===== src/hdl/pnr_pkg.sv =====
// shared types, constants and sample conversion for the pcm nearest resampler
package pnr_pkg;

   localparam int SAMPLE_W  = 16;
   localparam int STEP_W    = 21;
   localparam int CSR_IDX_W = 2;
   localparam int MAX_RUN   = 64;
   localparam int RUN_CNT_W = $clog2(MAX_RUN);

   // register indexes on the csr channel
   localparam logic [CSR_IDX_W-1:0] CSR_STEP_RATIO   = 2'd0;
   localparam logic [CSR_IDX_W-1:0] CSR_SAMPLE_WIDTH = 2'd1;
   localparam logic [CSR_IDX_W-1:0] CSR_STEREO       = 2'd2;

   // sample width modes
   localparam logic WIDTH_MODE_8  = 1'b0;
   localparam logic WIDTH_MODE_16 = 1'b1;

   // register reset values
   localparam logic [STEP_W-1:0] STEP_RESET = 21'd65536;

   // controller to datapath
   typedef struct packed {
      logic load;     // take a new source word and start a run
      logic skip;     // consume a source word with no output
      logic advance;  // one output word taken, step the position
   } dp_cmd_type;

   // datapath to controller
   typedef struct packed {
      logic emits;    // the offered source word yields at least one output
      logic last;     // the current output word closes the run
   } dp_status_type;

   // eight-bit samples: flip the top bit to re-center, then move to the high byte
   function automatic logic [SAMPLE_W-1:0] convert_sample(input logic [SAMPLE_W-1:0] raw,
                                                          input logic mode);
      logic [SAMPLE_W-1:0] res;
      if (mode == WIDTH_MODE_8) begin
         res = {~raw[7], raw[6:0], 8'h00};
      end else begin
         res = raw;
      end
      return res;
   endfunction

endpackage


===== src/hdl/pnr_ifs.sv =====
// valid/ready channel interfaces for the request, response and csr ports

interface pnr_req_if;
   logic                            valid;
   logic                            ready;
   logic [pnr_pkg::SAMPLE_W-1:0]    left_raw;
   logic [pnr_pkg::SAMPLE_W-1:0]    right_raw;
   logic                            stream_start;
   modport source (output valid, output left_raw, output right_raw, output stream_start,
                   input ready);
   modport sink (input valid, input left_raw, input right_raw, input stream_start,
                 output ready);
endinterface

interface pnr_rsp_if;
   logic                                  valid;
   logic                                  ready;
   logic signed [pnr_pkg::SAMPLE_W-1:0]   left_sample;
   logic signed [pnr_pkg::SAMPLE_W-1:0]   right_sample;
   logic                                  run_last;
   modport source (output valid, output left_sample, output right_sample, output run_last,
                   input ready);
   modport sink (input valid, input left_sample, input right_sample, input run_last,
                 output ready);
endinterface

interface pnr_csr_if;
   logic                            valid;
   logic                            ready;
   logic [pnr_pkg::CSR_IDX_W-1:0]   reg_index;
   logic [pnr_pkg::STEP_W-1:0]      wdata;
   modport source (output valid, output reg_index, output wdata, input ready);
   modport sink (input valid, input reg_index, input wdata, output ready);
endinterface


===== src/hdl/pcm_nearest_resampler.sv =====
// pcm nearest resampler top level: channels, controller and datapath
//
//  channel   dir   handshake      word
//  req_chan  in    valid/ready    left_raw, right_raw, stream_start
//  rsp_chan  out   valid/ready    left_sample, right_sample, run_last
//  csr_chan  in    valid/ready    reg_index, wdata (always ready)
//
// A source word can be taken in the cycle after the previous run ends; the run
// then emits one output word per cycle while rsp ready is high, and a skipped
// word is consumed with no output.
// The run length is set by the position accumulator, capped at 64 words.
// Synchronous active-high reset clears the position and restores the registers.
// Output stalls hold the current word and position; no input is taken meanwhile.
module pcm_nearest_resampler #(
   parameter int FRAC_BITS = 16
) (
   input  logic          clock,
   input  logic          reset,
   pnr_req_if.sink       req_chan,
   pnr_rsp_if.source     rsp_chan,
   pnr_csr_if.sink       csr_chan
);

   pnr_pkg::dp_cmd_type     cmd;
   pnr_pkg::dp_status_type  status;

   // csr writes are always accepted and take effect from the next cycle
   assign csr_chan.ready = 1'b1;

   pnr_ctrl u_ctrl (
      .clock     (clock),
      .reset     (reset),
      .req_valid (req_chan.valid),
      .req_ready (req_chan.ready),
      .rsp_valid (rsp_chan.valid),
      .rsp_ready (rsp_chan.ready),
      .status    (status),
      .cmd       (cmd)
   );

   pnr_datapath #(
      .FRAC_BITS (FRAC_BITS)
   ) u_datapath (
      .clock        (clock),
      .reset        (reset),
      .cmd          (cmd),
      .status       (status),
      .left_raw     (req_chan.left_raw),
      .right_raw    (req_chan.right_raw),
      .stream_start (req_chan.stream_start),
      .csr_write    (csr_chan.valid && csr_chan.ready),
      .csr_index    (csr_chan.reg_index),
      .csr_data     (csr_chan.wdata),
      .left_sample  (rsp_chan.left_sample),
      .right_sample (rsp_chan.right_sample),
      .run_last     (rsp_chan.run_last)
   );

`ifndef SYNTH
   // input side never open while a run is being delivered
   assert property (@(posedge clock) disable iff (reset)
      !(req_chan.ready && rsp_chan.valid))
      else $error("input ready during output run");

   // the word marked last closes the run
   assert property (@(posedge clock) disable iff (reset)
      (rsp_chan.valid && rsp_chan.ready && rsp_chan.run_last) |=> !rsp_chan.valid)
      else $error("output continues after last word");

   // a stream start always yields at least one output word
   assert property (@(posedge clock) disable iff (reset)
      (req_chan.valid && req_chan.ready && req_chan.stream_start) |=> rsp_chan.valid)
      else $error("stream start produced no output");
`endif

endmodule


===== src/hdl/pnr_ctrl.sv =====
// run controller: takes source words and paces the output run
module pnr_ctrl (
   input  logic                    clock,
   input  logic                    reset,
   input  logic                    req_valid,
   output logic                    req_ready,
   output logic                    rsp_valid,
   input  logic                    rsp_ready,
   input  pnr_pkg::dp_status_type  status,
   output pnr_pkg::dp_cmd_type     cmd
);

   typedef enum logic {
      ST_IDLE,
      ST_RUN
   } state_type;

   state_type state_ff, state_in;
   logic      req_ready_ff;
   logic      rsp_valid_ff;

   // next state and datapath commands
   always_comb begin
      cmd      = '0;
      state_in = state_ff;
      unique case (state_ff)
         ST_IDLE: begin
            if (req_valid && req_ready_ff) begin
               if (status.emits) begin
                  cmd.load = 1'b1;
                  state_in = ST_RUN;
               end else begin
                  cmd.skip = 1'b1;
               end
            end
         end
         ST_RUN: begin
            if (rsp_ready && rsp_valid_ff) begin
               cmd.advance = 1'b1;
               if (status.last) begin
                  state_in = ST_IDLE;
               end
            end
         end
      endcase
   end

   // state and registered handshake outputs
   always_ff @(posedge clock) begin
      if (reset) begin
         state_ff     <= ST_IDLE;
         req_ready_ff <= 1'b1;
         rsp_valid_ff <= 1'b0;
      end else begin
         state_ff     <= state_in;
         req_ready_ff <= (state_in == ST_IDLE);
         rsp_valid_ff <= (state_in == ST_RUN);
      end
   end

   assign req_ready = req_ready_ff;
   assign rsp_valid = rsp_valid_ff;

endmodule


===== src/hdl/pnr_datapath.sv =====
// datapath: config registers, sample conversion, position accumulator, run counter
module pnr_datapath #(
   parameter int FRAC_BITS = 16
) (
   input  logic                                  clock,
   input  logic                                  reset,
   input  pnr_pkg::dp_cmd_type                   cmd,
   output pnr_pkg::dp_status_type                status,
   input  logic [pnr_pkg::SAMPLE_W-1:0]          left_raw,
   input  logic [pnr_pkg::SAMPLE_W-1:0]          right_raw,
   input  logic                                  stream_start,
   input  logic                                  csr_write,
   input  logic [pnr_pkg::CSR_IDX_W-1:0]         csr_index,
   input  logic [pnr_pkg::STEP_W-1:0]            csr_data,
   output logic signed [pnr_pkg::SAMPLE_W-1:0]   left_sample,
   output logic signed [pnr_pkg::SAMPLE_W-1:0]   right_sample,
   output logic                                  run_last
);

   // position stays below one frame plus one step, so one bit over the wider of the two
   localparam int ACC_W = ((FRAC_BITS > pnr_pkg::STEP_W) ? FRAC_BITS : pnr_pkg::STEP_W) + 1;
   localparam logic [ACC_W-1:0] ONE_FRAME = ACC_W'(1) << FRAC_BITS;
   localparam logic [pnr_pkg::RUN_CNT_W-1:0] LAST_CNT =
      pnr_pkg::RUN_CNT_W'(pnr_pkg::MAX_RUN - 1);

   logic [pnr_pkg::STEP_W-1:0]     step_ff;
   logic                           width_mode_ff;
   logic                           stereo_ff;
   logic [ACC_W-1:0]               acc_ff;
   logic [pnr_pkg::RUN_CNT_W-1:0]  count_ff;
   logic [pnr_pkg::SAMPLE_W-1:0]   left_ff;
   logic [pnr_pkg::SAMPLE_W-1:0]   right_ff;

   logic [ACC_W-1:0]               sum;
   logic                           sum_ge_one;
   logic                           acc_ge_one;
   logic                           last;
   logic [pnr_pkg::SAMPLE_W-1:0]   left_conv;
   logic [pnr_pkg::SAMPLE_W-1:0]   right_conv;

   // position compares
   assign sum        = acc_ff + ACC_W'(step_ff);
   assign sum_ge_one = |sum[ACC_W-1:FRAC_BITS];
   assign acc_ge_one = |acc_ff[ACC_W-1:FRAC_BITS];
   assign last       = sum_ge_one || (count_ff == LAST_CNT);

   assign status.emits = stream_start || !acc_ge_one;
   assign status.last  = last;

   // source word conversion
   assign left_conv  = pnr_pkg::convert_sample(left_raw, width_mode_ff);
   assign right_conv = stereo_ff ? pnr_pkg::convert_sample(right_raw, width_mode_ff)
                                 : left_conv;

   // config registers
   always_ff @(posedge clock) begin
      if (reset) begin
         step_ff       <= pnr_pkg::STEP_RESET;
         width_mode_ff <= pnr_pkg::WIDTH_MODE_16;
         stereo_ff     <= 1'b1;
      end else if (csr_write) begin
         unique case (csr_index)
            pnr_pkg::CSR_STEP_RATIO:   step_ff       <= csr_data;
            pnr_pkg::CSR_SAMPLE_WIDTH: width_mode_ff <= csr_data[0];
            pnr_pkg::CSR_STEREO:       stereo_ff     <= csr_data[0];
            default: ;
         endcase
      end
   end

   // position accumulator and run counter
   always_ff @(posedge clock) begin
      if (reset) begin
         acc_ff   <= '0;
         count_ff <= '0;
      end else if (cmd.load) begin
         if (stream_start) begin
            acc_ff <= '0;
         end
         count_ff <= '0;
      end else if (cmd.skip) begin
         acc_ff <= acc_ff - ONE_FRAME;
      end else if (cmd.advance) begin
         count_ff <= count_ff + 1'b1;
         if (!last) begin
            acc_ff <= sum;
         end else if (sum_ge_one) begin
            acc_ff <= sum - ONE_FRAME;
         end else begin
            // run capped inside the frame: restart at the next frame
            acc_ff <= '0;
         end
      end
   end

   // held output word
   always_ff @(posedge clock) begin
      if (cmd.load) begin
         left_ff  <= left_conv;
         right_ff <= right_conv;
      end
   end

   assign left_sample  = left_ff;
   assign right_sample = right_ff;
   assign run_last     = last;

endmodule


===== src/flat_wrapper.sv =====
// flat-port wrapper written by rule: the top's interface ports become plain ports
module pcm_nearest_resampler_flat 
#(
   parameter int FRAC_BITS = 16
)
  (clock, reset, req_chan_valid, req_chan_left_raw, req_chan_right_raw, req_chan_stream_start, req_chan_ready, rsp_chan_valid, rsp_chan_left_sample, rsp_chan_right_sample, rsp_chan_run_last, rsp_chan_ready, csr_chan_valid, csr_chan_reg_index, csr_chan_wdata, csr_chan_ready);
  pnr_req_if req_chan_i ();
  pnr_rsp_if rsp_chan_i ();
  pnr_csr_if csr_chan_i ();
  input  logic clock;
  input  logic reset;
  input wire logic [$bits(req_chan_i.valid)-1:0] req_chan_valid;
  input wire logic [$bits(req_chan_i.left_raw)-1:0] req_chan_left_raw;
  input wire logic [$bits(req_chan_i.right_raw)-1:0] req_chan_right_raw;
  input wire logic [$bits(req_chan_i.stream_start)-1:0] req_chan_stream_start;
  output wire logic [$bits(req_chan_i.ready)-1:0] req_chan_ready;
  output wire logic [$bits(rsp_chan_i.valid)-1:0] rsp_chan_valid;
  output wire logic [$bits(rsp_chan_i.left_sample)-1:0] rsp_chan_left_sample;
  output wire logic [$bits(rsp_chan_i.right_sample)-1:0] rsp_chan_right_sample;
  output wire logic [$bits(rsp_chan_i.run_last)-1:0] rsp_chan_run_last;
  input wire logic [$bits(rsp_chan_i.ready)-1:0] rsp_chan_ready;
  input wire logic [$bits(csr_chan_i.valid)-1:0] csr_chan_valid;
  input wire logic [$bits(csr_chan_i.reg_index)-1:0] csr_chan_reg_index;
  input wire logic [$bits(csr_chan_i.wdata)-1:0] csr_chan_wdata;
  output wire logic [$bits(csr_chan_i.ready)-1:0] csr_chan_ready;
  assign req_chan_i.valid = req_chan_valid;
  assign req_chan_i.left_raw = req_chan_left_raw;
  assign req_chan_i.right_raw = req_chan_right_raw;
  assign req_chan_i.stream_start = req_chan_stream_start;
  assign req_chan_ready = req_chan_i.ready;
  assign rsp_chan_valid = rsp_chan_i.valid;
  assign rsp_chan_left_sample = rsp_chan_i.left_sample;
  assign rsp_chan_right_sample = rsp_chan_i.right_sample;
  assign rsp_chan_run_last = rsp_chan_i.run_last;
  assign rsp_chan_i.ready = rsp_chan_ready;
  assign csr_chan_i.valid = csr_chan_valid;
  assign csr_chan_i.reg_index = csr_chan_reg_index;
  assign csr_chan_i.wdata = csr_chan_wdata;
  assign csr_chan_ready = csr_chan_i.ready;
  pcm_nearest_resampler #(.FRAC_BITS(FRAC_BITS)) u_core (.clock(clock), .reset(reset), .req_chan(req_chan_i), .rsp_chan(rsp_chan_i), .csr_chan(csr_chan_i));
endmodule

===== config.mk =====
export PLATFORM = sky130hd
export DESIGN_NAME = pcm_nearest_resampler_flat
export DESIGN_NICKNAME = d
export VERILOG_FILES = /design/src/hdl/pnr_pkg.sv /design/src/hdl/pnr_ifs.sv /design/src/hdl/pcm_nearest_resampler.sv /design/src/hdl/pnr_ctrl.sv /design/src/hdl/pnr_datapath.sv /design/src/flat_wrapper.sv
export SDC_FILE = /design/constraint.sdc
export NUM_CORES = 1
export LEC_CHECK = 0
export ABC_CLOCK_PERIOD_IN_PS = 7200
export CAP_MARGIN = 20
export CORE_MARGIN = 2
export CORE_UTILIZATION = 55
export CTS_BUF_LIST = sky130_fd_sc_hd__clkbuf_16
export CTS_CLUSTER_DIAMETER = 200
export DETAILED_ROUTE_END_ITERATION = 10
export DONT_BUFFER_PORTS = 1
export PLACE_DENSITY = 0.72
export SYNTH_ARGS = -nofsm -noshare
export SYNTH_HDL_FRONTEND = slang
export SYNTH_SLANG_ARGS = --single-unit
export TNS_END_PERCENT = 10

===== constraint.sdc =====
create_clock -name clock -period 7.2 [get_ports clock]
set_input_delay 1.8 -clock clock [delete_from_list [all_inputs] [get_ports clock]]
set_output_delay 1.8 -clock clock [all_outputs]
set_load 0.02 [all_outputs]

==> summary.txt, run 1 <==
Critical path
  – Worst reg2reg startpoint: u_core.u_datapath.acc_ff[0]$_SDFFE_PP0P_
  – Kind of cell adding the most delay to the critical path: compound AO/OA/AOI/OAI gates
  – Largest stage delay on the critical path: 0.38 ns
  – Maximum fanout along the worst path: 4
  – Ordered list of cells on the worst path: ha_1 > inv_1 > fa_1 > nand2b_1 > a21o_1 > a211o_1 > a31o_2 > a32oi_2 > o21a_1 > nand4b_1
  – Critical-path top delay cell: fa_1
  – Slack of the worst reg-to-reg path: 3.90 ns
  – Type of origin of the critical path: register
  – Critical setup path kind: register to primary output
  – R2r worst-path depth: 11
  – WP buf/inv: 1
  – Capturing point of the worst reg2reg path: u_core.u_ctrl.req_ready$_SDFF_PP1_
  – Sort of element at the end of the critical path: primary output
  – Arrival time reported for the critical path endpoint: 3.05 ns
  – Critical Path RT: 5.40 ns

Min path
  – Capture endpoint of the worst hold path: u_core.u_datapath.step_ff[8]$_SDFFE_PP0P_
  – Hold_sp: u_core.u_datapath.step_ff[8]$_SDFFE_PP0P_
  – Worst min-delay path category: register to register
  – Cell depth of the worst hold path: 2

Synth
  – Syn avg cell area: 9.38 um2
  – Proportion of synthesized chip area in sequential cells: 41.5%
  – Async S/R FF share, synth: 0%
  – Portion of synthesized cell area occupied by the leading cell type: 21.8%
  – Flops & latches, synth: 85
  – Unique cell type count in the Yosys netlist: 70
  – YS warnings: 0
  – Netlist Area Pre-Place: 0.00488 mm2
  – Leading register cell type out of synthesis: dfxtp_1
  – Top area cells in the synthesized netlist: dfxtp_1, edfxtp_1, ha_1, nand2_1, a21oi_1
  – Net count after synthesis: 607
  – Count of flip-flops with a built-in enable after synthesis: 32
  – Synthesized netlist cell count: 520
  – Post-synthesis cell type with the largest combined area: dfxtp_1

CTS
  – Clk sinks: 85
  – Clock Tree Buf Depth: 2
  – Clk_lat worst skew: 0.35 ns
  – Clock buffer count from CTS: 9
  – Count of instances resized after the clock tree is built: 0
  – Clock root buffer master: clkbuf_16
  – Post-CTS setup repair buffer count: 0
  – Worst-path clk slew: 0.07 ns
  – Hold Buf Count CTS: 0
  – CTS tree: done
  – # H-tree levels: 3

Placed design
  – Placer's final routability congestion estimate: 0.910
  – Placed wire-length estimate after detailed placement: 7.72 mm
  – Placed instance count: 606
  – Input/output buffers: 0

Route
  – Total DRC errors in the routed layout: 0
  – Average vias per placed instance: 6.07
  – Final ANT Viol Nets: 0
  – Detailed Routing Iterations Pass 1: 4
  – Avg WL per Cell: 17.0 um
  – Detailed router's first-iteration violation count: 124
  – Total via count after detailed routing: 3773
  – Total Routed Length: 10.6 mm

STA
  – Clock tree skew after final layout: 0.0102 ns
  – Max-slew violations: 0
  – Slew of the pin with the lowest slew margin: 0.975 ns
  – Peak Freq: 206 MHz
  – Fin Setup TNS: 0 ns
  – Final number of setup-violating endpoints: 0
  – Final worst path period need: 4.85 ns
  – Setup repair after global routing missed its margin: false
  – Ratio of final minimum period to clock period: 67.4%
  – Worst slew margin relative to its limit: 34.9%
  – Final number of hold-violating endpoints: 0

Run status
  – Status: completed

Cells and area
  – Leading cell type in the layout, fill and taps excluded: nand2_1
  – Final Net Count: 596
  – Number of fill cells: 749
  – Area growth syn-to-layout: 7.95%
  – Non-filler cells, final: 622
  – Diode insertion count for antenna repair: 0
  – Share of layout cells above drive strength 1: 9.34%
  – Highest-count cells in the layout ignoring fill and taps: nand2_1, dfxtp_1, a21oi_1
  – Final Util: 60.7%

Floorplanning
  – Full die area: 0.00964 mm2
  – Initial cell density of the core: 56.2%
  – Placement Rows: 34
  – Height of the chip: 98.2 um
  – Area of the core: 0.00868 mm2
  – Top Ports: 97
  – Width of the chip: 98.2 um

Power
  – Proportion of power drawn by combinational gates: 16.1%
  – Total power per unit cell area: 256 mW/mm2
  – Maximum resistive drop on vdd: 101 uV
  – Switching power summed over all nets: 423 uW
  – Cell internal power dissipation: 927 uW
  – Portion of total power attributed to sequential cells: 47.5%
  – Pleak: 2.10 nW
  – Switching share of total power: 31.3%
  – Clock network power share: 36.4%

Global route
  – Wire length of the first global-routing pass: 17.3 mm
  – Maximum number of pins on one net before global-route repair: 37
  – Antenna violations before repair: 0
  – Via count of the first global-routing pass: 3696
  – Total congestion overflow after global routing: 0
  – Total routing resource utilization after global routing: 22.1%

Job
  – Max-capacitance violation count: 0
## worst register-to-register path, cell delays in order (launching register included)
cell and delay (ns):
dfxtp_1 0.35, ha_1 0.17, inv_1 0.05, fa_1 0.38
nand2b_1 0.19, a21o_1 0.20, a211o_1 0.31, a31o_2 0.27
a32oi_2 0.24, o21a_1 0.21, nand4b_1 0.35, a311o_1 0.48
## registers in the layout, indices dropped and copies added, names as in the netlist
signal                           flops
u_core.u_datapath.width_mode_ff      1
u_core.u_ctrl.rsp_valid              1
u_core.u_datapath.count_ff           6
u_core.u_datapath.step_ff           21
u_core.u_datapath.right_sample      16
u_core.u_ctrl.req_ready              1
u_core.u_datapath.left_sample       16
u_core.u_datapath.acc_ff            22
u_core.u_datapath.stereo_ff          1
## how the worst max path moves through the flow
stage | startpoint | to | slack [ns] | depth (start not counted)
global route | u_core.u_datapath.acc_ff[16]$_SDFFE_PP0P_ | rsp_chan_run_last | 2.13 | 8
CTS | u_core.u_datapath.acc_ff[0]$_SDFFE_PP0P_ | rsp_chan_run_last | 2.34 | 10
global placement | u_core.u_datapath.step_ff[0]$_SDFFE_PP0P_ | rsp_chan_run_last | 2.78 | 10
finish | u_core.u_datapath.acc_ff[0]$_SDFFE_PP0P_ | rsp_chan_run_last | 2.35 | 10
floorplan | u_core.u_datapath.step_ff[0]$_SDFFE_PP0P_ | rsp_chan_run_last | 2.96 | 10
detailed placement | u_core.u_datapath.acc_ff[0]$_SDFFE_PP0P_ | rsp_chan_run_last | 2.75 | 10
## cells in the mapped netlist (3+ instances only)
cell,n
and2_1,10
nand2b_1,10
nand3_1,11
nor3_1,8
o21a_1,5
nand4_1,5
o211ai_1,8
and4_1,4
dfxtp_1,53
o21ai_0,9
o21ai_2,3
a41oi_1,3
nand2_1,68
a22o_1,15
a221oi_1,3
clkbuf_1,19
nor2_1,33
and3_1,5
a21o_1,5
or3_1,4
a21oi_1,48
ha_1,25
inv_1,16
nand3b_1,3
nor2b_1,12
a311o_1,3
xor2_1,7
a31oi_1,5
mux2_2,7
mux2i_1,17
or2_2,3
edfxtp_1,32
xnor2_1,12
a311oi_1,3
## layer usage
| layer | routed length, um | share of wire, % | track usage (%) | up-vias |
|---|---|---|---|---|
| met3 | 659 | 6.2 | 4.37 | 14 |
| met2 | 5170 | 49 | 38.3 | 122 |
| li1 | - | - | - | 1880 |
| met5 | 0 | 0 | 0 | - |
| met1 | 4580 | 43 | 27.1 | 1757 |
| met4 | 157 | 1.5 | 8.64 | 0 |
## final cells by class
cell class                      count  area (um2)  share of cell area [%]
Multi-Input combinational cell    393        2680                    50.9
Inverter                           16        60.1                    1.14
Sequential cell                    85        2020                    38.4
Clock buffer                        9         225                    4.28
Tap cell                          108         135                    2.57
Clock inverter                      7        91.3                    1.73
Timing Repair Buffer                4        50.0                   0.951
## power by group through the flow
stage | sequential, mW | clock [mW] | combinational [mW]
final | 0.641 | 0.491 | 0.218
after global placement | 0.652 | 0 | 0.198
after CTS | 0.641 | 0.500 | 0.217
after detailed placement | 0.652 | 0 | 0.215
after global routing | 0.646 | 0.518 | 0.240
after floorplan | 0.642 | 0 | 0.170
## through the flow
step | setup slack, ns | hold WS (ns) | total power [mW] | instance area (um2)
floorplan | 2.96 | 0.441 | 0.812 | 4880
global placement | 2.78 | 0.444 | 0.850 | 4920
detailed placement | 2.75 | 0.450 | 0.868 | 4950
CTS | 2.34 | 0.460 | 1.36 | 5270
global route | 2.13 | 0.482 | 1.40 | 5270
finish | 2.35 | 0.459 | 1.35 | 5270
## cell families (layout without fill, tap and decap cells)
group	Yosys count	after routing	synth area share (%)
simple gates	186	186	18.9
fa+ha+maj	26	26	6.82
flops	85	85	41.5
compound gates	137	137	20.6
buf+inv	42	36	3.67
other cells	1	1	0.0769
xor+xnor	19	19	3.41
mux	24	24	5.11
Note: power is estimated with default switching activity, not from simulation.
==> run 2: changes to the inputs <==
--- a/config.mk
+++ b/config.mk
@@ -5,7 +5,8 @@
 export SDC_FILE = /design/constraint.sdc
 export NUM_CORES = 1
 export LEC_CHECK = 0
-export ABC_CLOCK_PERIOD_IN_PS = 7200
+export ABC_AREA = 1
+export ABC_CLOCK_PERIOD_IN_PS = 4300
 export CAP_MARGIN = 20
 export CORE_MARGIN = 2
 export CORE_UTILIZATION = 55
@@ -13,7 +14,7 @@
 export CTS_CLUSTER_DIAMETER = 200
 export DETAILED_ROUTE_END_ITERATION = 10
 export DONT_BUFFER_PORTS = 1
-export PLACE_DENSITY = 0.72
+export PLACE_DENSITY = 0.75
 export SYNTH_ARGS = -nofsm -noshare
 export SYNTH_HDL_FRONTEND = slang
 export SYNTH_SLANG_ARGS = --single-unit
==> constraint.sdc (replaced) <==
create_clock -name clock -period 4.3 [get_ports clock]
set_input_delay 1.075 -clock clock [delete_from_list [all_inputs] [get_ports clock]]
set_output_delay 1.075 -clock clock [all_outputs]
set_load 0.02 [all_outputs]
==> run 2 against run 1 <==
Compared with the run above:
- sequential share of layout area fell by 1.2 points
- global-route usage rose by 1.6 points
- sequential cell count unchanged
- critical endpoint unchanged
- highest routed layer unchanged
==> summary.txt, run 2 <==
Power
  – Total power per unit cell area: 358 mW/mm2 (+40%)
  – Total Power Consumption: 1.95 mW (+44%)
  – Cell internal power dissipation: 1.38 mW (+49%)
  – Portion of total power attributed to sequential cells: 50.0% (+2.5 points)
  – Clock network power share: 38.4% (+2.0 points)
  – Switching power summed over all nets: 569 uW (+35%)
  – Maximum resistive drop on vdd: 231 uV (+130%)
  – Proportion of power drawn by combinational gates: 11.5% (-4.6 points)
  – Switching share of total power: 29.2% (-2.1 points)
  – Pleak: 2.53 nW (+21%)

Synth
  – Syn avg cell area: 7.31 um2 (-22%)
  – Dominant cell by count in the synthesized netlist: nand2_1
  – Count of flip-flops with a built-in enable after synthesis: 32 (unchanged)
  – Synthesized netlist cell count: 696 (+34%)
  – Unique cell type count in the Yosys netlist: 35 (-50%)
  – Net count after synthesis: 783 (+29%)
  – Top area cells in the synthesized netlist: dfxtp_1, edfxtp_1, nand2_1, inv_1, ha_1
  – Top cells by instance count after synthesis: nand2_1, inv_1, nor2_1
  – Portion of synthesized cell area occupied by the leading cell type: 20.9% (-0.89 points)
  – Flops & latches, synth: 85 (unchanged)
  – Async S/R FF share, synth: 0% (unchanged)
  – Leading register cell type out of synthesis: dfxtp_1
  – Netlist Area Pre-Place: 0.00508 mm2 (+4.3%)
  – YS warnings: 0 (unchanged)
  – Proportion of synthesized chip area in sequential cells: 39.8% (-1.7 points)
  – Post-synthesis cell type with the largest combined area: dfxtp_1

Floorplanning
  – Initial cell density of the core: 55.8% (-0.38 points)
  – Height of the chip: 100 um (+2.0%)
  – Width of the chip: 100 um (+2.0%)
  – Full die area: 0.0100 mm2 (+4.1%)
  – Placement Rows: 35 (+2.9%)
  – Area of the core: 0.00911 mm2 (+5.0%)
  – Top Ports: 97 (unchanged)

Cells and area
  – Area growth syn-to-layout: 6.94%
  – Diode insertion count for antenna repair: 0 (unchanged)
  – Max reg flops: 22 (unchanged)
  – Largest Register: u_core.u_datapath.acc_ff
  – Biggest registers after layout: u_core.u_datapath.acc_ff: 22 flops, u_core.u_datapath.step_ff: 21 flops
  – Non-filler cells, final: 805 (+29%)
  – Share of layout cells above drive strength 1: 8.36% (-0.98 points)
  – Number of fill cells: 836 (+12%)
  – Final Net Count: 776 (+30%)
  – Leading cell type in the layout, fill and taps excluded: nand2_1
  – Final Util: 59.7% (-0.97 points)
  – Highest-count cells in the layout ignoring fill and taps: nand2_1, inv_1, nor2_1
  – Summed area of non-filler cells in the final layout: 0.00544 mm2 (+3.3%)

Critical path
  – Type of origin of the critical path: register
  – Largest stage delay on the critical path: 0.40 ns (+0.02 ns)
  – R2r worst-path depth: 17 (+6)
  – Ordered list of cells on the worst path: ha_1 > inv_1 > fa_1 > inv_1 > nand3_1 > nand3_2 > nand2_1 > nand2_2 > nand2_1 > nand2_1 > nand2_1 > nand2_2 > nand3_2 > nor2_4 > nand3_1
  – Critical-path top delay cell: fa_1
  – Maximum fanout along the worst path: 4 (unchanged)
  – Arrival time reported for the critical path endpoint: 2.59 ns (-0.46 ns)
  – Worst reg2reg startpoint: u_core.u_datapath.step_ff[0]$_SDFFE_PP0P_
  – Startpoint of the worst setup timing path: u_core.u_datapath.step_ff[0]$_SDFFE_PP0P_
  – Critical setup path kind: register to primary output
  – Sort of element at the end of the critical path: primary output
  – Critical Path RT: 3.22 ns (-2.18 ns)
  – Crit-path most repeated cell: nand2_1

STA
  – Ratio of final minimum period to clock period: 85.3%
  – Worst slew margin relative to its limit: 52.4% (+18 points)
  – Final number of hold-violating endpoints: 0 (unchanged)
  – Max-slew violations: 0 (unchanged)
  – Final worst path period need: 3.67 ns
  – Fin Setup TNS: 0 ns (unchanged)
  – Final number of setup-violating endpoints: 0 (unchanged)
  – Slack of the critical path: 0.632 ns (-1.72 ns)
  – Peak Freq: 273 MHz
  – Slew of the pin with the lowest slew margin: 0.713 ns (-0.262 ns)
  – Clock tree skew after final layout: 0.00748 ns (-0.00273 ns)
  – Setup repair after global routing missed its margin: false
  – Hold Worst Slack: 0.465 ns (+0.00620 ns)

Placed design
  – Placed instance count: 789 (+30%)
  – Placed wire-length estimate after detailed placement: 8.57 mm (+11%)
  – Placed standard-cell area: 0.00515 mm2 (+4.1%)
  – Placement-stage worst setup slack: 0.992 ns (-1.76 ns)
  – Placer's final routability congestion estimate: 0.871 (-4.4%)
  – Input/output buffers: 0 (unchanged)

CTS
  – Clock root buffer master: clkbuf_16
  – Count of instances resized after the clock tree is built: 0 (unchanged)
  – Clock buffer count from CTS: 9 (unchanged)
  – Clock Tree Buf Depth: 2 (unchanged)
  – Hold Buf Count CTS: 0 (unchanged)
  – Clk sinks: 85 (unchanged)
  – CTS tree: done
  – Worst-path clk slew: 0.07 ns (about the same)
  – Clk_lat worst skew: 0.34 ns (about the same)
  – # H-tree levels: 3 (unchanged)
  – Post-CTS setup repair buffer count: 0 (unchanged)

Global route
  – Maximum number of pins on one net before global-route repair: 33 (-11%)
  – Wire length of the first global-routing pass: 19.0 mm (+9.7%)
  – Via count of the first global-routing pass: 4271 (+16%)
  – Antenna violations before repair: 0 (unchanged)
  – Total congestion overflow after global routing: 0 (unchanged)
  – Total routing resource utilization after global routing: 23.6% (+1.6 points)

Route
  – Total via count after detailed routing: 4333 (+15%)
  – Total DRC errors in the routed layout: 0 (unchanged)
  – Final ANT Viol Nets: 0 (unchanged)
  – Detailed router's first-iteration violation count: 239 (+93%)
  – Detailed Routing Iterations Pass 1: 6 (+2)
  – Avg WL per Cell: 14.2 um (-17%)
  – Average vias per placed instance: 5.38 (-11%)
  – Total Routed Length: 11.4 mm (+7.9%)

Run status
  – Status: completed

Min path
  – Worst min-delay path category: register to register
  – Cell depth of the worst hold path: 2 (unchanged)
  – Hold_sp: u_core.u_datapath.acc_ff[8]$_SDFFE_PP0P_

Job
  – Max-capacitance violation count: 0 (unchanged)
## run 2: cell types whose count changed after synthesis, moves of 15 or more
cell / previous run / this run
a22o_1: 15 / 0
inv_1: 16 / 94
mux2i_1: 17 / 0
nand2_1: 68 / 173
nand3_1: 11 / 28
nor2_1: 33 / 69
o21ai_0: 9 / 54
## run 2: critical path, delay by kind of cell, from the launching register on
kind / cells / cell delay, ns
flip-flops: 1 / 0.34
buffers and inverters: 2 / 0.18
adder cells (fa/ha/maj): 2 / 0.58
AND/OR/NAND/NOR: 11 / 1.17
## run 2: cell type report
type	count	area (um2)	share of cell area [%]
clock buffer	9	225	4.14
clock inverter	7	58.8	1.08
inverter	101	379	6.97
multi-input combinational	490	2600	47.8
sequential	85	2020	37.2
tap	111	139	2.55
timing repair buffer	2	15.0	0.276
## run 2: cell families (layout without fill, tap and decap cells)
logic type / Yosys count / count (layout) / synth area share [%]
adder cells (fa/ha/maj): 26 / 26 / 6.55
buffers and inverters: 121 / 119 / 9.18
AND/OR/NAND/NOR: 322 / 322 / 28.6
AO/OA/AOI/OAI: 121 / 121 / 12.4
flip-flops: 85 / 85 / 39.8
XOR/XNOR: 20 / 20 / 3.44
other: 1 / 1 / 0.0737
## run 2: layer usage
metal	track usage, %	wire length (um)	vias to the layer above
met1	27.5	4860	1943
met2	42.4	5550	144
li1	-	-	2226
met5	0	0	-
met4	8.01	207	0
met3	5.78	782	20
## run 2: path summary, 6_finish.rpt
kind | to | slack (ns)
worst min register to register | u_core.u_datapath.acc_ff[8]$_SDFFE_PP0P_ | 0.46
worst min-delay path | u_core.u_datapath.acc_ff[8]$_SDFFE_PP0P_ | 0.46
worst max-delay path | rsp_chan_run_last | 0.63
worst max register to register | u_core.u_ctrl.req_ready$_SDFF_PP1_ | 1.63
## run 2: power by group through the flow
stage	Clock, mW	Combinational [mW]	Sequential, mW
final	0.748	0.225	0.974
after CTS	0.757	0.225	0.975
after global routing	0.790	0.258	0.981
after global placement	0	0.218	0.991
after detailed placement	0	0.224	0.993
after floorplan	0	0.185	0.983
==> run 3: changes to the inputs <==
--- a/config.mk
+++ b/config.mk
@@ -8,13 +8,16 @@
 export ABC_AREA = 1
 export ABC_CLOCK_PERIOD_IN_PS = 4300
 export CAP_MARGIN = 20
+export CORE_ASPECT_RATIO = 1.2
 export CORE_MARGIN = 2
 export CORE_UTILIZATION = 55
 export CTS_BUF_LIST = sky130_fd_sc_hd__clkbuf_16
 export CTS_CLUSTER_DIAMETER = 200
+export CTS_CLUSTER_SIZE = 28
 export DETAILED_ROUTE_END_ITERATION = 10
 export DONT_BUFFER_PORTS = 1
 export PLACE_DENSITY = 0.75
+export SKIP_CTS_REPAIR_TIMING = 1
 export SYNTH_ARGS = -nofsm -noshare
 export SYNTH_HDL_FRONTEND = slang
 export SYNTH_SLANG_ARGS = --single-unit
==> run 3 against run 2 <==
Compared with the run above:
- largest cell class unchanged
- clock power down 9.9%
- utilization up 0.45 points
- critical path type unchanged
- critical path depth unchanged
- non-clock buffer count up 1
- cell area about the same
- worst hold slack worse by 0.0018 ns
==> summary.txt, run 3 (synthesis results as in run 2) <==
Run status
  – Status: completed

Cells and area
  – Number of fill cells: 836 (unchanged)
  – Diode insertion count for antenna repair: 0 (unchanged)
  – Area growth syn-to-layout: 6.87% (about the same)
  – Largest Register: u_core.u_datapath.acc_ff
  – Biggest registers after layout: u_core.u_datapath.acc_ff: 22 flops, u_core.u_datapath.step_ff: 21 flops
  – Share of layout cells above drive strength 1: 8.06% (-0.30 points)
  – Footprint of the multi-input gates: 0.00260 mm2 (unchanged)
  – Non-filler cells, final: 815 (+1.2%)
  – Storage element area: 0.00202 mm2 (unchanged)
  – Max reg flops: 22 (unchanged)
  – Leading cell type in the layout, fill and taps excluded: nand2_1
  – Highest-count cells in the layout ignoring fill and taps: nand2_1, inv_1, nor2_1
  – Final Net Count: 777 (+0.13%)

Route
  – Detailed Routing Iterations Pass 1: 5 (-1)
  – Total via count after detailed routing: 4368 (+0.81%)
  – Average vias per placed instance: 5.36 (-0.43%)
  – Final ANT Viol Nets: 0 (unchanged)
  – Total DRC errors in the routed layout: 0 (unchanged)
  – Total Routed Length: 11.5 mm (+0.65%)
  – Detailed router's first-iteration violation count: 209 (-13%)
  – Avg WL per Cell: 14.1 um (-0.59%)

CTS
  – Clock root buffer master: clkbuf_16
  – Worst-path clk slew: 0.06 ns (about the same)
  – CTS tree: done
  – Clk_lat worst skew: 0.33 ns (about the same)
  – Clk sinks: 85 (unchanged)
  – Clock buffer count from CTS: 9 (unchanged)
  – # H-tree levels: 3 (unchanged)
  – Clock Tree Buf Depth: 2 (unchanged)

Global route
  – Antenna violations before repair: 0 (unchanged)
  – Wire length of the first global-routing pass: 18.4 mm (-3.2%)
  – Total congestion overflow after global routing: 0 (unchanged)
  – Total routing resource utilization after global routing: 23.0% (-0.61 points)
  – Maximum number of pins on one net before global-route repair: 33 (unchanged)
  – Via count of the first global-routing pass: 4077 (-4.5%)

Floorplanning
  – Placement Rows: 38 (+8.6%)
  – Full die area: 0.0100 mm2 (about the same)
  – Initial cell density of the core: 56.3% (+0.46 points)
  – Width of the chip: 91.8 um (-8.4%)
  – Top Ports: 97 (unchanged)
  – Height of the chip: 109 um (+9.2%)
  – Area of the core: 0.00903 mm2 (-0.82%)

STA
  – Fin Setup TNS: 0 ns (unchanged)
  – Peak Freq: 271 MHz (-0.74%)
  – Final number of hold-violating endpoints: 0 (unchanged)
  – Clock tree skew after final layout: 0.00471 ns (-0.00277 ns)
  – Ratio of final minimum period to clock period: 85.9% (+0.64 points)
  – Worst slew margin relative to its limit: 49.7% (-2.7 points)
  – Final worst path period need: 3.70 ns (+0.0273 ns)
  – Max-slew violations: 0 (unchanged)
  – Slew of the pin with the lowest slew margin: 0.754 ns (+0.0402 ns)
  – Final number of setup-violating endpoints: 0 (unchanged)
  – Setup repair after global routing missed its margin: false
  – Slack of the critical path: 0.604 ns (-0.0273 ns)

Critical path
  – Maximum fanout along the worst path: 4 (unchanged)
  – Arrival time reported for the critical path endpoint: 2.62 ns (+0.03 ns)
  – Critical Path RT: 3.22 ns (about the same)
  – Critical setup path kind: register to primary output
  – Type of origin of the critical path: register
  – Sort of element at the end of the critical path: primary output

Job
  – Max-capacitance violation count: 0 (unchanged)

Placed design
  – Placed wire-length estimate after detailed placement: 8.67 mm (+1.1%)
  – Input/output buffers: 0 (unchanged)
  – Placed instance count: 799 (+1.3%)
  – Placer's final routability congestion estimate: 0.918 (+5.5%)
  – Placement-stage worst setup slack: 0.972 ns (-0.0200 ns)

Min path
  – Worst min-delay path category: register to register

Power
  – Total power per unit cell area: 345 mW/mm2 (-3.6%)
  – Pleak: 2.53 nW (-0.11%)
  – Maximum resistive drop on vdd: 171 uV (-26%)
run 3: cell types whose count changed in the layout (fill, tap and decap cells not counted), sizes merged:
cell      previous run  this run
inv                103       101
buf                  2         3
clkinv               5         6
clkinvlp             0         1
run 3: worst paths after layout:
check / from / slack, ns / end / cells past startpoint
max: u_core.u_datapath.acc_ff[0]$_SDFFE_PP0P_ / 0.60 / rsp_chan_run_last / 15
max reg2reg: u_core.u_datapath.acc_ff[0]$_SDFFE_PP0P_ / 1.64 / u_core.u_datapath.acc_ff[13]$_SDFFE_PP0P_ / 17
min: u_core.u_datapath.acc_ff[5]$_SDFFE_PP0P_ / 0.46 / u_core.u_datapath.acc_ff[5]$_SDFFE_PP0P_ / 2
min reg2reg: u_core.u_datapath.acc_ff[5]$_SDFFE_PP0P_ / 0.46 / u_core.u_datapath.acc_ff[5]$_SDFFE_PP0P_ / 2
run 3: final cells by class:
class | instances | share of cell area (%)
inverters | 101 | 6.98
well taps | 120 | 2.76
clock buffers | 9 | 4.14
flip-flops and latches | 85 | 37.2
clock inverters | 7 | 0.668
repair buffers | 3 | 0.414
multi-input cells | 490 | 47.8
run 3: routing by layer:
| layer | global-route usage (%) | wire (um) | up-vias |
|---|---|---|---|
| met5 | 0 | 0 | - |
| met4 | 6.40 | 108 | 0 |
| met3 | 5.96 | 731 | 9 |
| met2 | 44.2 | 5850 | 133 |
| met1 | 25.0 | 4780 | 2000 |
| li1 | - | - | 2226 |
run 3: critical path, stage by stage (launching register included):
cell and delay, ns:
dfxtp_1 0.34, ha_1 0.17, inv_1 0.08, fa_1 0.41
inv_1 0.11, nand3_1 0.09, nand3_2 0.10, nand2_1 0.07
nand2_2 0.08, nand2_1 0.07, nand2_1 0.06, nand2_1 0.05
nand2_2 0.11, nand3_2 0.12, nor2_4 0.16, nand3_1 0.25
run 3: power by group:
part | internal, mW | switching [mW]
registers | 0.904 | 0.0720
logic | 0.0737 | 0.153
clock network | 0.382 | 0.292
total | 1.36 | 0.517
run 3: through the flow:
stage	power (mW)	instance area, um2	hold WS, ns	util [%]
2_1_floorplan	1.17	5080	0.448	-
3_5_place_dp	1.22	5170	0.455	57.3
4_1_cts	1.89	5430	0.464	60.2
3_3_place_gp	1.21	5170	0.449	57.3
5_1_grt	1.97	5430	0.482	60.2
6_report	1.88	5430	0.463	60.2
